`src/design/mlq_slot_credit_scheduler_assert.svh`:
```
// Assertion macros used by the scheduler's top-level RTL file.
// Depends on nothing; the including module supplies the clock and reset names.
`ifndef MLQ_SLOT_CREDIT_SCHEDULER_ASSERT_SVH
`define MLQ_SLOT_CREDIT_SCHEDULER_ASSERT_SVH

// Checked at every rising clock edge outside reset.
`define MSCS_ASSERT(name, clk, rst_n, prop, msg) \
  name: assert property (@(posedge clk) disable iff (!rst_n) prop) else $error(msg);

// Checked at every rising clock edge, reset included.
`define MSCS_ASSERT_ALWAYS(name, clk, prop, msg) \
  name: assert property (@(posedge clk) prop) else $error(msg);

`endif

```
`src/design/mscs_pkg.sv`:
```
// Shared types and fixed widths of the multilevel slot-credit scheduler.
// Used by the controller, the datapath and the top level; depends on nothing.
`default_nettype none

package mscs_pkg;

  // Fixed widths of the beat fields and of the credit counters.
  localparam int unsigned PID_W    = 8;
  localparam int unsigned LEVEL_W  = 3;
  localparam int unsigned CREDIT_W = 8;

  // Command field codes.
  typedef enum logic {
    CMD_ADD = 1'b0,
    CMD_GET = 1'b1
  } command_e;

  // Result status codes.
  typedef enum logic [1:0] {
    ST_ADDED   = 2'd0,
    ST_DROPPED = 2'd1,
    ST_GRANTED = 2'd2,
    ST_EMPTY   = 2'd3
  } status_e;

  // Controller states.
  typedef enum logic [1:0] {
    S_IDLE = 2'd0,
    S_EXEC = 2'd1,
    S_RESP = 2'd2
  } state_e;

  // Commands from the controller to the datapath.
  typedef struct packed {
    logic load;   // capture the incoming beat
    logic exec;   // carry out the captured command
  } ctrl_t;

endpackage

`default_nettype wire

```
`src/design/mlq_slot_credit_scheduler.sv`:
```
// Multilevel ready-queue scheduler with slot credits: a result beat strobes on done_o in the respond
// state that follows the execute state; no beat is taken while one executes, but one is taken while responding.
// The id store is a single-port memory read and written in the execute cycle.
// Reset leaves every queue empty and every credit at its reload value; the store is not cleared.
// The receiver cannot stall: each result is shown for exactly one cycle.
`default_nettype none

module mlq_slot_credit_scheduler #(
  parameter int unsigned NUM_PRIO    = 8,
  parameter int unsigned QUEUE_DEPTH = 16
) (
  input  wire logic                          clk_i,
  input  wire logic                          rst_ni,
  input  wire logic                          start,
  output logic                               busy,
  input  wire logic                          command_i,
  input  wire logic [mscs_pkg::PID_W-1:0]    proc_id_i,
  input  wire logic [mscs_pkg::LEVEL_W-1:0]  level_i,
  output logic                               done_o,
  output logic [1:0]                         status_o,
  output logic [mscs_pkg::PID_W-1:0]         granted_id_o,
  output logic [mscs_pkg::LEVEL_W-1:0]       granted_level_o
);

`include "mlq_slot_credit_scheduler_assert.svh"

  mscs_pkg::ctrl_t ctrl;

  // Sequencing.
  mscs_ctrl u_ctrl (
    .clk_i  (clk_i),
    .rst_ni (rst_ni),
    .start  (start),
    .busy   (busy),
    .done_o (done_o),
    .ctrl_o (ctrl)
  );

  // Queues, credits and pick.
  mscs_datapath #(
    .NUM_PRIO    (NUM_PRIO),
    .QUEUE_DEPTH (QUEUE_DEPTH)
  ) u_datapath (
    .clk_i           (clk_i),
    .rst_ni          (rst_ni),
    .ctrl_i          (ctrl),
    .command_i       (command_i),
    .proc_id_i       (proc_id_i),
    .level_i         (level_i),
    .status_o        (status_o),
    .granted_id_o    (granted_id_o),
    .granted_level_o (granted_level_o)
  );

  // Each accepted beat is executed in the next cycle and answered in the one after.
  `MSCS_ASSERT(a_accept_exec, clk_i, rst_ni, (start && !busy) |=> busy, "accepted beat not executed")
  `MSCS_ASSERT(a_exec_done, clk_i, rst_ni, busy |=> (done_o && !busy) || (done_o && busy), "execute not followed by a result")
  `MSCS_ASSERT(a_done_after_exec, clk_i, rst_ni, done_o |-> $past(busy), "result without an execute cycle")
  `MSCS_ASSERT(a_no_grant_zero, clk_i, rst_ni, (done_o && (status_o != mscs_pkg::ST_GRANTED)) |-> ((granted_id_o == '0) && (granted_level_o == '0)), "grant fields not zero")
  `MSCS_ASSERT_ALWAYS(a_reset_quiet, clk_i, !rst_ni |-> (!done_o && !busy), "activity during reset")

endmodule

`default_nettype wire

```
`src/design/mscs_ctrl.sv`:
```
// Controller state machine of the scheduler: sequences capture, execute and respond.
// Depends on mscs_pkg.
`default_nettype none

module mscs_ctrl (
  input  wire logic          clk_i,
  input  wire logic          rst_ni,
  input  wire logic          start,
  output logic               busy,
  output logic               done_o,
  output mscs_pkg::ctrl_t    ctrl_o
);

  mscs_pkg::state_e state_q, state_d;

  // State register.
  always_ff @(posedge clk_i or negedge rst_ni) begin
    if (!rst_ni) begin
      state_q <= mscs_pkg::S_IDLE;
    end else begin
      state_q <= state_d;
    end
  end

  // Next state: a beat is taken whenever the datapath is not executing.
  always_comb begin
    state_d = state_q;
    unique case (state_q)
      mscs_pkg::S_IDLE,
      mscs_pkg::S_RESP: begin
        state_d = start ? mscs_pkg::S_EXEC : mscs_pkg::S_IDLE;
      end
      mscs_pkg::S_EXEC: begin
        state_d = mscs_pkg::S_RESP;
      end
      default: begin
        state_d = mscs_pkg::S_IDLE;
      end
    endcase
  end

  // Outputs decoded from the current state.
  always_comb begin
    busy        = 1'b0;
    done_o      = 1'b0;
    ctrl_o.load = 1'b0;
    ctrl_o.exec = 1'b0;
    unique case (state_q)
      mscs_pkg::S_IDLE: begin
        ctrl_o.load = start;
      end
      mscs_pkg::S_EXEC: begin
        busy        = 1'b1;
        ctrl_o.exec = 1'b1;
      end
      mscs_pkg::S_RESP: begin
        done_o      = 1'b1;
        ctrl_o.load = start;
      end
      default: begin
        busy = 1'b0;
      end
    endcase
  end

endmodule

`default_nettype wire

```
`src/design/mscs_datapath.sv`:
```
// Datapath of the scheduler: per-level FIFO pointers, credits, pick logic and id store.
// Depends on mscs_pkg; driven by mscs_ctrl through an mscs_pkg::ctrl_t bundle.
`default_nettype none

module mscs_datapath #(
  parameter int unsigned NUM_PRIO    = 8,
  parameter int unsigned QUEUE_DEPTH = 16
) (
  input  wire logic                          clk_i,
  input  wire logic                          rst_ni,
  input  wire mscs_pkg::ctrl_t               ctrl_i,
  input  wire logic                          command_i,
  input  wire logic [mscs_pkg::PID_W-1:0]    proc_id_i,
  input  wire logic [mscs_pkg::LEVEL_W-1:0]  level_i,
  output logic [1:0]                         status_o,
  output logic [mscs_pkg::PID_W-1:0]         granted_id_o,
  output logic [mscs_pkg::LEVEL_W-1:0]       granted_level_o
);

  // Only levels that the level field can name ever hold work.
  localparam int unsigned MaxLvl = 1 << mscs_pkg::LEVEL_W;
  localparam int unsigned NLVL   = (NUM_PRIO < MaxLvl) ? NUM_PRIO : MaxLvl;
  localparam int unsigned LW     = $clog2(NLVL);
  localparam int unsigned IW     = $clog2(QUEUE_DEPTH);
  localparam int unsigned CW     = $clog2(QUEUE_DEPTH + 1);
  localparam int unsigned SW     = CW + 1;
  localparam int unsigned AW     = LW + IW;
  localparam int unsigned CRW    = mscs_pkg::CREDIT_W;

  // Credit that a level reloads to.
  function automatic logic [CRW-1:0] reload_val(input int unsigned lvl);
    return CRW'(NUM_PRIO - lvl);
  endfunction

  // Captured beat.
  logic                          cmd_q;
  logic [mscs_pkg::PID_W-1:0]    pid_q;
  logic [mscs_pkg::LEVEL_W-1:0]  level_q;

  // Per-level state.
  logic [IW-1:0]  head_q   [NLVL];
  logic [IW-1:0]  head_d   [NLVL];
  logic [CW-1:0]  count_q  [NLVL];
  logic [CW-1:0]  count_d  [NLVL];
  logic [CRW-1:0] credit_q [NLVL];
  logic [CRW-1:0] credit_d [NLVL];

  // Result registers.
  mscs_pkg::status_e            status_q, status_d;
  logic                         grant_q, grant_d;
  logic [mscs_pkg::LEVEL_W-1:0] glvl_q, glvl_d;
  logic [mscs_pkg::PID_W-1:0]   rd_q;

  // Id store, one row of QUEUE_DEPTH entries per level.
  logic [mscs_pkg::PID_W-1:0] store_q [2**AW];

  // Pick and pointer arithmetic.
  logic [NLVL-1:0] nonempty, elig, pick_vec;
  logic            any_work, any_elig, reload;
  logic [LW-1:0]   sel, lvl_idx, hidx;
  logic [IW-1:0]   head_sel, tail, head_next;
  logic [CW-1:0]   count_lvl;
  logic [SW-1:0]   tail_sum;
  logic            lvl_ok, add_ok, do_grant, wr_en;

  // Capture the beat on acceptance.
  always_ff @(posedge clk_i) begin
    if (ctrl_i.load) begin
      cmd_q   <= command_i;
      pid_q   <= proc_id_i;
      level_q <= level_i;
    end
  end

  // Eligibility and priority pick; a grant made with no eligible level reloads every credit.
  always_comb begin
    for (int unsigned i = 0; i < NLVL; i++) begin
      nonempty[i] = (count_q[i] != '0);
      elig[i]     = nonempty[i] && (credit_q[i] != '0);
    end
    any_work = |nonempty;
    any_elig = |elig;
    reload   = !any_elig;
    pick_vec = any_elig ? elig : nonempty;
    sel      = '0;
    for (int i = int'(NLVL) - 1; i >= 0; i--) begin
      if (pick_vec[i]) begin
        sel = LW'(i);
      end
    end
  end

  // Head and tail of the addressed level.
  always_comb begin
    lvl_idx   = level_q[LW-1:0];
    lvl_ok    = (32'(level_q) < NLVL);
    hidx      = (cmd_q == mscs_pkg::CMD_GET) ? sel : lvl_idx;
    head_sel  = head_q[hidx];
    count_lvl = count_q[lvl_idx];
    tail_sum  = SW'(head_sel) + SW'(count_lvl);
    tail      = (tail_sum >= SW'(QUEUE_DEPTH)) ? IW'(tail_sum - SW'(QUEUE_DEPTH))
                                                : IW'(tail_sum);
    head_next = (head_sel == IW'(QUEUE_DEPTH - 1)) ? '0 : IW'(head_sel + 1'b1);
    add_ok    = lvl_ok && (count_lvl != CW'(QUEUE_DEPTH));
    do_grant  = ctrl_i.exec && (cmd_q == mscs_pkg::CMD_GET) && any_work;
    wr_en     = ctrl_i.exec && (cmd_q == mscs_pkg::CMD_ADD) && add_ok;
  end

  // State update and result for the executed command.
  always_comb begin
    head_d   = head_q;
    count_d  = count_q;
    credit_d = credit_q;
    status_d = status_q;
    grant_d  = grant_q;
    glvl_d   = glvl_q;
    if (ctrl_i.exec) begin
      grant_d = do_grant;
      glvl_d  = do_grant ? mscs_pkg::LEVEL_W'(sel) : '0;
      if (cmd_q == mscs_pkg::CMD_ADD) begin
        status_d = add_ok ? mscs_pkg::ST_ADDED : mscs_pkg::ST_DROPPED;
      end else begin
        status_d = any_work ? mscs_pkg::ST_GRANTED : mscs_pkg::ST_EMPTY;
      end
    end
    for (int unsigned i = 0; i < NLVL; i++) begin
      if (wr_en && (lvl_idx == LW'(i))) begin
        count_d[i] = CW'(count_q[i] + 1'b1);
      end
      if (do_grant) begin
        if (reload) begin
          credit_d[i] = reload_val(i);
        end
        if (sel == LW'(i)) begin
          head_d[i]   = head_next;
          count_d[i]  = CW'(count_q[i] - 1'b1);
          credit_d[i] = reload ? CRW'(reload_val(i) - 1'b1) : CRW'(credit_q[i] - 1'b1);
        end
      end
    end
  end

  // Control state registers.
  always_ff @(posedge clk_i or negedge rst_ni) begin
    if (!rst_ni) begin
      for (int unsigned i = 0; i < NLVL; i++) begin
        head_q[i]   <= '0;
        count_q[i]  <= '0;
        credit_q[i] <= reload_val(i);
      end
      status_q <= mscs_pkg::ST_ADDED;
      grant_q  <= 1'b0;
      glvl_q   <= '0;
    end else begin
      head_q   <= head_d;
      count_q  <= count_d;
      credit_q <= credit_d;
      status_q <= status_d;
      grant_q  <= grant_d;
      glvl_q   <= glvl_d;
    end
  end

  // Store write on an accepted add, registered read of the granted head.
  always_ff @(posedge clk_i) begin
    if (wr_en) begin
      store_q[{lvl_idx, tail}] <= pid_q;
    end
    if (do_grant) begin
      rd_q <= store_q[{sel, head_sel}];
    end
  end

  // Result beat.
  assign status_o        = status_q;
  assign granted_id_o    = grant_q ? rd_q : '0;
  assign granted_level_o = glvl_q;

endmodule

`default_nettype wire
```
`config.mk`:
```
export PLATFORM = sky130hd
export DESIGN_NAME = mlq_slot_credit_scheduler
export DESIGN_NICKNAME = d
export VERILOG_FILES = /design/src/design/mscs_pkg.sv /design/src/design/mlq_slot_credit_scheduler.sv /design/src/design/mscs_ctrl.sv /design/src/design/mscs_datapath.sv
export VERILOG_INCLUDE_DIRS = /design/src /design/src/design
export SDC_FILE = /design/constraint.sdc
export NUM_CORES = 2
export LEC_CHECK = 0
export BUFFER_PORTS_ARGS = -buffer_cell sky130_fd_sc_hd__buf_2
export CAP_MARGIN = 20
export CORE_MARGIN = 2
export CORE_UTILIZATION = 40
export DETAILED_ROUTE_END_ITERATION = 10
export GPL_ROUTABILITY_DRIVEN = 0
export GPL_TIMING_DRIVEN = 0
export HOLD_SLACK_MARGIN = 0.15
export RECOVER_POWER = 25
export SLEW_MARGIN = 30
export SYNTH_ARGS = -nofsm -noshare
export SYNTH_HDL_FRONTEND = slang
export SYNTH_SLANG_ARGS = --single-unit
export TNS_END_PERCENT = 1
```
`constraint.sdc`:
```
create_clock -name clk_i -period 12.12 [get_ports clk_i]
set_clock_uncertainty 0.1 [all_clocks]
set_input_delay 0 -clock clk_i [delete_from_list [all_inputs] [get_ports clk_i]]
set_output_delay 0 -clock clk_i [all_outputs]
set_load 0.05 [all_outputs]
```
# Word level (Yosys, flattened, before mapping)
# Memories as Yosys holds them, arrays and structs flattened. A register that Yosys moved wholly into a read port is not among the register bits.
# Index checks and enable logic that the tools add are counted.
[word_totals] reg_bits=156 mem_bits_rw=1024 in_bits=15 out_inout_bits=15 word_cells=227 n_memories=1
[op_classes] addsub=27 magnitude_cmp=3 eq_ne=26 n_mux=78 bitwise=3 reduce_logical=58
[memory_table] name="u_datapath.store_q" words=128 width=8 read_ports=1 rd_ports_with_merged_regs=1 wr=1 line="mscs_datapath.sv:55" text="logic [mscs_pkg::PID_W-1:0] store_q [2**AW];"
[op_table] op="8-bit two-way mux" count=26
[op_table] op="5-bit two-way mux" count=26
[op_table] op="8-bit nonzero test" count=8
[op_table] op="8-bit by 1-bit subtractor with 8-bit output, second input constant" count=8
[op_table] op="5-bit by 1-bit adder with 5-bit output, second input constant" count=8
[op_table] op="5-bit nonzero test" count=8
[op_table] op="5-bit by 1-bit subtractor with 5-bit output, second input constant" count=8
[op_table] op="2-bit AND reduction" count=16
[op_table] op="3-bit two-way mux" count=10
[op_table] op="3-bit equality test, second input constant" count=8
[op_table] op="1-bit logical AND" count=20
[op_table] op="4-bit two-way mux" count=4
[op_table] op="2-bit inequality test, second input constant" count=8
[op_table] op="8-bit OR reduction" count=2
[op_table] op="5-bit binary-select mux with 3-bit select" count=1
[op_table] op="4-bit binary-select mux with 3-bit select" count=1
[op_table] op="3-bit by 2-bit equality test with 1-bit output, second input constant" count=4
[op_table] op="4-bit >= comparator, second input constant" count=2
[op_table] op="1-bit two-way mux" count=8
[op_table] op="3-bit NOT with 4-bit output" count=2
[op_table] op="4-bit by 5-bit adder with 6-bit output" count=1
[op_table] op="3-bit by 1-bit equality test with 1-bit output, second input constant" count=2
[op_table] op="6-bit by 5-bit >= comparator with 1-bit output, second input constant" count=1
[op_table] op="3-bit zero test" count=2
[op_table] op="11 further kinds" count=11

# Longest topological paths before layout
[depth] word_depth=20 depth_mapped=29 mapped_depth_nobuf=20

# Hierarchy
# A second synthesis with hierarchy kept.
[unflattened] hier_cells=3842 area_unflattened_um2=50140.6
[by_module_without_submodules] mod="mscs_datapath" n_inst=1 cells_each=3836 area_each_um2=50061.8 seq_area_each_um2=34919.7
[by_module_without_submodules] mod="mscs_ctrl" n_inst=1 cells_each=6 area_each_um2=78.8 seq_area_each_um2=50.0

# Least setup slack after synthesis
# OpenSTA, ideal clock, no wires.
[synth_timing] path_type="register -> register" startpoint="reg u_datapath.credit_q[40] (netlist name)" endpoint="mem u_datapath.store_q[38][0] (netlist name) (enable)" setup_ns=0.370 arrival_time_ns=6.155 required_time_ns=11.650 path_slack_ns=5.495 path_stages_with_launch=26 n_path_buf=8 synth_period_minus_slack_ns=6.625 path_cell_list="dfrtp_1 inv_1 ha_1 nor4b_1 a21oi_1 or4_1 buf_2 or3_1 clkbuf_1 a221o_1 o211a_2 nor2_2 a211oi_1 or3_1 o21a_1 buf_2 inv_2 buf_4 buf_2 buf_2 buf_2 ha_1 nor4_1 nand3_1 clkbuf_1 nor2_1"
[synth_between] elab_chain_cells=20 elab_cells_between_ends=21 cone_classes="2 x add/sub; 1 x order compare; 14 x mux; 1 x bitwise; 3 x reduce/logical"
[synth_rtl] item="start: declaration" line="mscs_datapath.sv:45" text="logic [CRW-1:0] credit_q [NLVL];"
[synth_rtl] item="start signal: indexed assignment" line="mscs_datapath.sv:149" text="credit_q[i] <= reload_val(i);"
[synth_rtl] item="start signal: assignment" line="mscs_datapath.sv:157" text="credit_q <= credit_d;"
[synth_rtl] item="8-bit nonzero test *" line="mscs_datapath.sv:79" text="elig[i] = nonempty[i] && (credit_q[i] != '0);"
[synth_rtl] item="1-bit logical AND *" line="mscs_datapath.sv:79"
[synth_rtl] item="8-bit OR reduction" line="mscs_datapath.sv:82" text="any_elig = |elig;"
[synth_rtl] item="8-bit two-way mux *" line="mscs_datapath.sv:84" text="pick_vec = any_elig ? elig : nonempty;"
[synth_rtl] item="3-bit two-way mux (7 in series)" line="mscs_datapath.sv:87" text="if (pick_vec[i]) begin"
[synth_rtl] item="3-bit two-way mux *" line="mscs_datapath.sv:87"
[synth_rtl] item="3-bit two-way mux *" line="mscs_datapath.sv:97" text="hidx = (cmd_q == mscs_pkg::CMD_GET) ? sel : lvl_idx;"
[synth_rtl] item="3-bit NOT with 4-bit output (implied by the code) *" line="mscs_datapath.sv:98" text="head_sel = head_q[hidx];"
[synth_rtl] item="4-bit binary-select mux with 3-bit select *" line="mscs_datapath.sv:98"
[synth_rtl] item="4-bit two-way mux (implied by the code) * (2 in series)" line="mscs_datapath.sv:98"
[synth_rtl] item="4-bit by 5-bit adder with 6-bit output *" line="mscs_datapath.sv:100" text="tail_sum = SW'(head_sel) + SW'(count_lvl);"
[synth_rtl] item="6-bit by 5-bit >= comparator with 1-bit output or 4-bit by 1-bit subtractor with 4-bit output (tied branches)" line="mscs_datapath.sv:101" text="tail = (tail_sum >= SW'(QUEUE_DEPTH)) ? IW'(tail_sum - SW'(QUEUE_DEPTH))"
[synth_rtl] item="4-bit two-way mux *" line="mscs_datapath.sv:101"
[synth_rtl] item="end: declaration" line="mscs_datapath.sv:55"
# Every way passes the cells marked *; elsewhere a longest branch is shown, timed or not. The select of a mux whose other input is x is not followed.

# Final worst setup path
[layout_timing] startpoint="reg u_datapath.count_q[15] (netlist name)" endpoint="mem u_datapath.store_q[52][0] (netlist name) (enable)"
[layout_between] elab_chain_cells=20 elab_cells_between_ends=28 cone_classes="2 x add/sub; 1 x order compare; 1 x eq/ne; 19 x mux; 1 x bitwise; 4 x reduce/logical"
[layout_rtl] item="start: declaration" line="mscs_datapath.sv:43" text="logic [CW-1:0] count_q [NLVL];"
[layout_rtl] item="start signal: assignment" line="mscs_datapath.sv:156" text="count_q <= count_d;"
[layout_rtl] item="5-bit nonzero test" line="mscs_datapath.sv:78" text="nonempty[i] = (count_q[i] != '0);"
[layout_rtl] item="1-bit logical AND" line="mscs_datapath.sv:79"
[layout_rtl] item="8-bit OR reduction" line="mscs_datapath.sv:82"
[layout_rtl] item="8-bit two-way mux" line="mscs_datapath.sv:84"
[layout_rtl] item="3-bit two-way mux (8 in series)" line="mscs_datapath.sv:87"
[layout_rtl] item="3-bit two-way mux" line="mscs_datapath.sv:97"
[layout_rtl] item="3-bit NOT with 4-bit output (implied by the code)" line="mscs_datapath.sv:98"
[layout_rtl] item="4-bit binary-select mux with 3-bit select" line="mscs_datapath.sv:98"
[layout_rtl] item="4-bit two-way mux (implied by the code) (2 in series)" line="mscs_datapath.sv:98"
[layout_rtl] item="4-bit by 5-bit adder with 6-bit output" line="mscs_datapath.sv:100"
[layout_rtl] item="6-bit by 5-bit >= comparator with 1-bit output or 4-bit by 1-bit subtractor with 4-bit output (tied branches)" line="mscs_datapath.sv:101"
[layout_rtl] item="4-bit two-way mux" line="mscs_datapath.sv:101"
# Several ways; a longest one is shown, not always the timed one. The select of a mux whose other input is x is not followed.

==> results.sh <==
export IMPL_status="finished, violations left"
export IMPL_violations="max-capacitance violations, max-slew violations"
export IMPL_crit_path_end_kind="register"
export IMPL_reg2reg_setup_slack_ns=0.89
export IMPL_antenna_found_initial=11
export IMPL_fmax_mhz=89.0
export IMPL_slew_headroom_pct=-183
export IMPL_ant_nets=0
export IMPL_grt_setup_unrepaired="no"
export IMPL_clk_pin_slew_ns=0.07
export IMPL_core_area_sq_um=126000
export IMPL_drt_total_wl_um=199000
export IMPL_cp_data_required_time_ns=12.41
export IMPL_synth_edf_count=1044
export IMPL_core_rowCount=130
export IMPL_powerDensity_nw_per_um2=273
export IMPL_die_width_um=360
export IMPL_grt_max_degree=77
export IMPL_fin_crit_sh_pct=92.7
export IMPL_r2r_end="u_datapath.store_q[52][0]"
export IMPL_crit_type="register to register"
export IMPL_avgSynthCellArea_sq_um=12.8
export IMPL_maxCapViolations=2
export IMPL_clkLatencyLatePin_ns=0.79
export IMPL_r2r_cells=25
export IMPL_cts_hold_buf=28
export IMPL_cts_htree_levels=3
export IMPL_cts_root_buffer="clkbuf_16"
export IMPL_drive_above_1_share_pct=11.0
export IMPL_start_util_pct=40.4
export IMPL_num_vias=37300
export IMPL_ff_latch_area_sq_um=35000
export IMPL_cts_buffers=118
export IMPL_nFillCells=11500
export IMPL_synthArstFlopShare_pct=12.1
export IMPL_min_path_type="register to register"
export IMPL_synth_top_cells_by_count="1044 x edfxtp_1, 807 x nand2_1, 359 x nand3_1"
export IMPL_leakagePower_nw=20.4
export IMPL_synth_top_cells_by_area="edfxtp_1 62%, dfrtp_1 6.5%, nand2_1 6.0%"
export IMPL_fin_area_sq_um=58000
export IMPL_dp_hpwl_um=133000
export IMPL_layout_nets=4266
export IMPL_track_usage_pct=29.9
export IMPL_first_iter_violations=6140
export IMPL_crit_end="u_datapath.store_q[52][0]"
export IMPL_yosys_register_bits=1188
export IMPL_placed_cell_area_sq_um=54200
export IMPL_synthCells=3971
export IMPL_crit_path_start_kind="register"
export IMPL_hold_violations=0
export IMPL_viasPerCell=6.25
export IMPL_worst_pin_slew_ns=4.25
export IMPL_crit_fanout=10
export IMPL_grt_ovfl_total=0
export IMPL_ctsResizeCount=0
export IMPL_die_area_sq_um=130000
export IMPL_yosysMostFrequentCell="edfxtp_1"
export IMPL_worst_slack_ns=0.890
export IMPL_slew_violations=146
export IMPL_synth_flop_cell="edfxtp_1"
export IMPL_synth_largest_area_cell="edfxtp_1"
export IMPL_grt_pass1_vias=34500
export IMPL_multi_input_area_sq_um=14900
export IMPL_io_pins=30
export IMPL_netlist_area_sq_um=50800
export IMPL_cts_sinks=1188
export IMPL_place_ws_ns=1.52
export IMPL_synth_cell_types=85
export IMPL_ir_worst_vdd_v=0.000155
export IMPL_yosysSeqAreaShare_pct=68.8
export IMPL_syn_num_nets=4021
export IMPL_clockBufferDepth=3
export IMPL_synth_top_area_share_pct=61.7
export IMPL_fin_setup_tns_ns=0
export IMPL_reg2reg_from="u_datapath.count_q[15]"
export IMPL_crit_start="u_datapath.count_q[15]"
export IMPL_fp_dieH_um=360
export IMPL_setup_viol=0
export IMPL_post_drt_wl_per_cell_um=33.3
export IMPL_cts_tree="done"
export IMPL_ys_warn_count=0
export IMPL_grt_pass1_wl_um=269000
export IMPL_place_port_buffers=29
export IMPL_dr_pass1_iters=7
export IMPL_final_util_pct=46.0
export IMPL_route_detailed_drc=0
export IMPL_worstPathArrival_ns=11.53
export IMPL_post_cts_buffers=0
export IMPL_finalCriticalPeriod_ns=11.23
export IMPL_area_delta_synth_final_pct=14.1
worst max-delay path: stages, from the launching register on:
cell      delay, ns
dfrtp_1        0.47
inv_1          0.11
ha_1           0.14
nor4b_2        0.54
a21oi_1        0.14
or4_1          0.55
buf_2          0.19
or3_1          0.37
clkbuf_1       0.25
a221o_1        0.42
o211a_2        0.24
nor2_2         0.33
a211oi_1       0.13
or3_1          0.43
o21a_1         0.21
buf_2          0.25
inv_2          0.23
buf_4          0.29
buf_2          0.58
buf_2          0.60
buf_2          0.35
ha_1           0.29
nor4_1         0.79
nand3b_1       1.09
clkbuf_1       0.77
nor2_1         0.97
layout make-up:
| class | count | share of cell area [%] |
|---|---|---|
| inverter | 48 | 0.313 |
| antenna | 8 | 0.0345 |
| multi-input combinational | 2511 | 25.7 |
| clock buffer | 151 | 5.45 |
| timing repair buffer | 125 | 1.86 |
| buffer | 224 | 1.75 |
| tap | 1650 | 3.56 |
| sequential | 1188 | 60.3 |
| clock inverter | 70 | 1.06 |
cell usage in the layout (no fill, tap or decap), types with 18 or more instances in the layout:
cell type / synthesis / routed
a22oi_1: 23 / 23
o21ai_0: 132 / 132
xnor2_1: 34 / 34
mux2i_1: 291 / 291
a31oi_1: 65 / 65
nor2_2: 1 / 41
nor2_1: 240 / 200
dfrtp_1: 131 / 131
clkbuf_2: 0 / 32
dlygate4sd3_1: 0 / 28
clkinv_1: 2 / 30
and2_1: 22 / 22
nor3_1: 39 / 37
clkbuf_1: 113 / 144
xor2_1: 20 / 20
ha_1: 35 / 35
mux2_2: 18 / 18
inv_1: 44 / 44
and3_1: 19 / 19
nand4_1: 22 / 22
clkinv_2: 0 / 24
a32oi_1: 45 / 45
edfxtp_1: 1044 / 1044
a211oi_1: 22 / 21
nand2_1: 807 / 807
clkbuf_16: 0 / 118
nand3_1: 359 / 358
a21oi_1: 63 / 63
o31ai_1: 18 / 18
buf_2: 80 / 117
per-layer routing:
| metal | global-route usage, % | part of all wire [%] | up-vias | wire (um) |
|---|---|---|---|---|
| li1 | - | - | 15300 | - |
| met1 | 37.1 | 35 | 18300 | 70600 |
| met2 | 43.5 | 42 | 3026 | 83600 |
| met3 | 11.4 | 14 | 739 | 28800 |
| met4 | 19.2 | 8.1 | 10 | 16000 |
| met5 | 0 | 0.047 | - | 93 |
logic make-up (layout without fill, tap and decap cells):
kind of cell | after synthesis | after routing | share of synthesized area [%]
adder cells (fa/ha/maj) | 35 | 35 | 0.862
multiplexers | 319 | 319 | 6.57
XOR/XNOR | 57 | 57 | 1.03
flip-flops | 1188 | 1188 | 68.8
other | 0 | 8 | 0
buffers and inverters | 272 | 618 | 2.24
AND/OR/NAND/NOR | 1593 | 1593 | 13.7
AO/OA/AOI/OAI | 507 | 507 | 6.76
worst min path at each step:
stage                                        startpoint                       endpoint  slack [ns]  cells after the start
after detailed placement                         rst_ni         u_datapath.credit_q[4]        -0.1                      1
after CTS                                         start              u_ctrl.state_q[0]        0.20                      3
after global routing                         level_i[0]          u_datapath.level_q[0]        0.39                      3
after global placement                     proc_id_i[7]            u_datapath.pid_q[7]        0.08                      1
final                     u_datapath.granted_level_o[2]  u_datapath.granted_level_o[2]        0.38                      2
after floorplan                                  rst_ni              u_ctrl.state_q[0]       -0.40                      0
registers in the layout (all words and copies together) (netlist names):
name / flops
u_datapath.count_q: 40
u_datapath.store_q: 1024
u_datapath.status_o: 2
u_datapath.level_q: 3
u_datapath.granted_level_o: 3
u_datapath.rd_q: 8
u_datapath.cmd_q: 1
u_datapath.head_q: 32
u_datapath.credit_q: 64
u_ctrl.state_q: 2
u_datapath.grant_q: 1
u_datapath.pid_q: 8
power by group:
group | total, mW | switching [mW] | internal, mW | leakage, nW
logic | 7.34 | 5.65 | 1.69 | 7.23
clock network | 3.64 | 1.65 | 1.99 | 1.84
registers | 4.85 | 0.189 | 4.66 | 11.3
total | 15.8 | 7.49 | 8.34 | 20.4
per-stage QoR:
stage	hold slack [ns]	power [mW]	std cells
floorplan	-0.396	8.25	3971
global placement	0.0788	11.6	5650
detailed placement	-0.0970	11.8	5717
CTS	0.195	15.3	5966
global route	0.386	15.9	5968
finish	0.378	15.8	5975
Note: power is estimated with default switching activity, not from simulation.
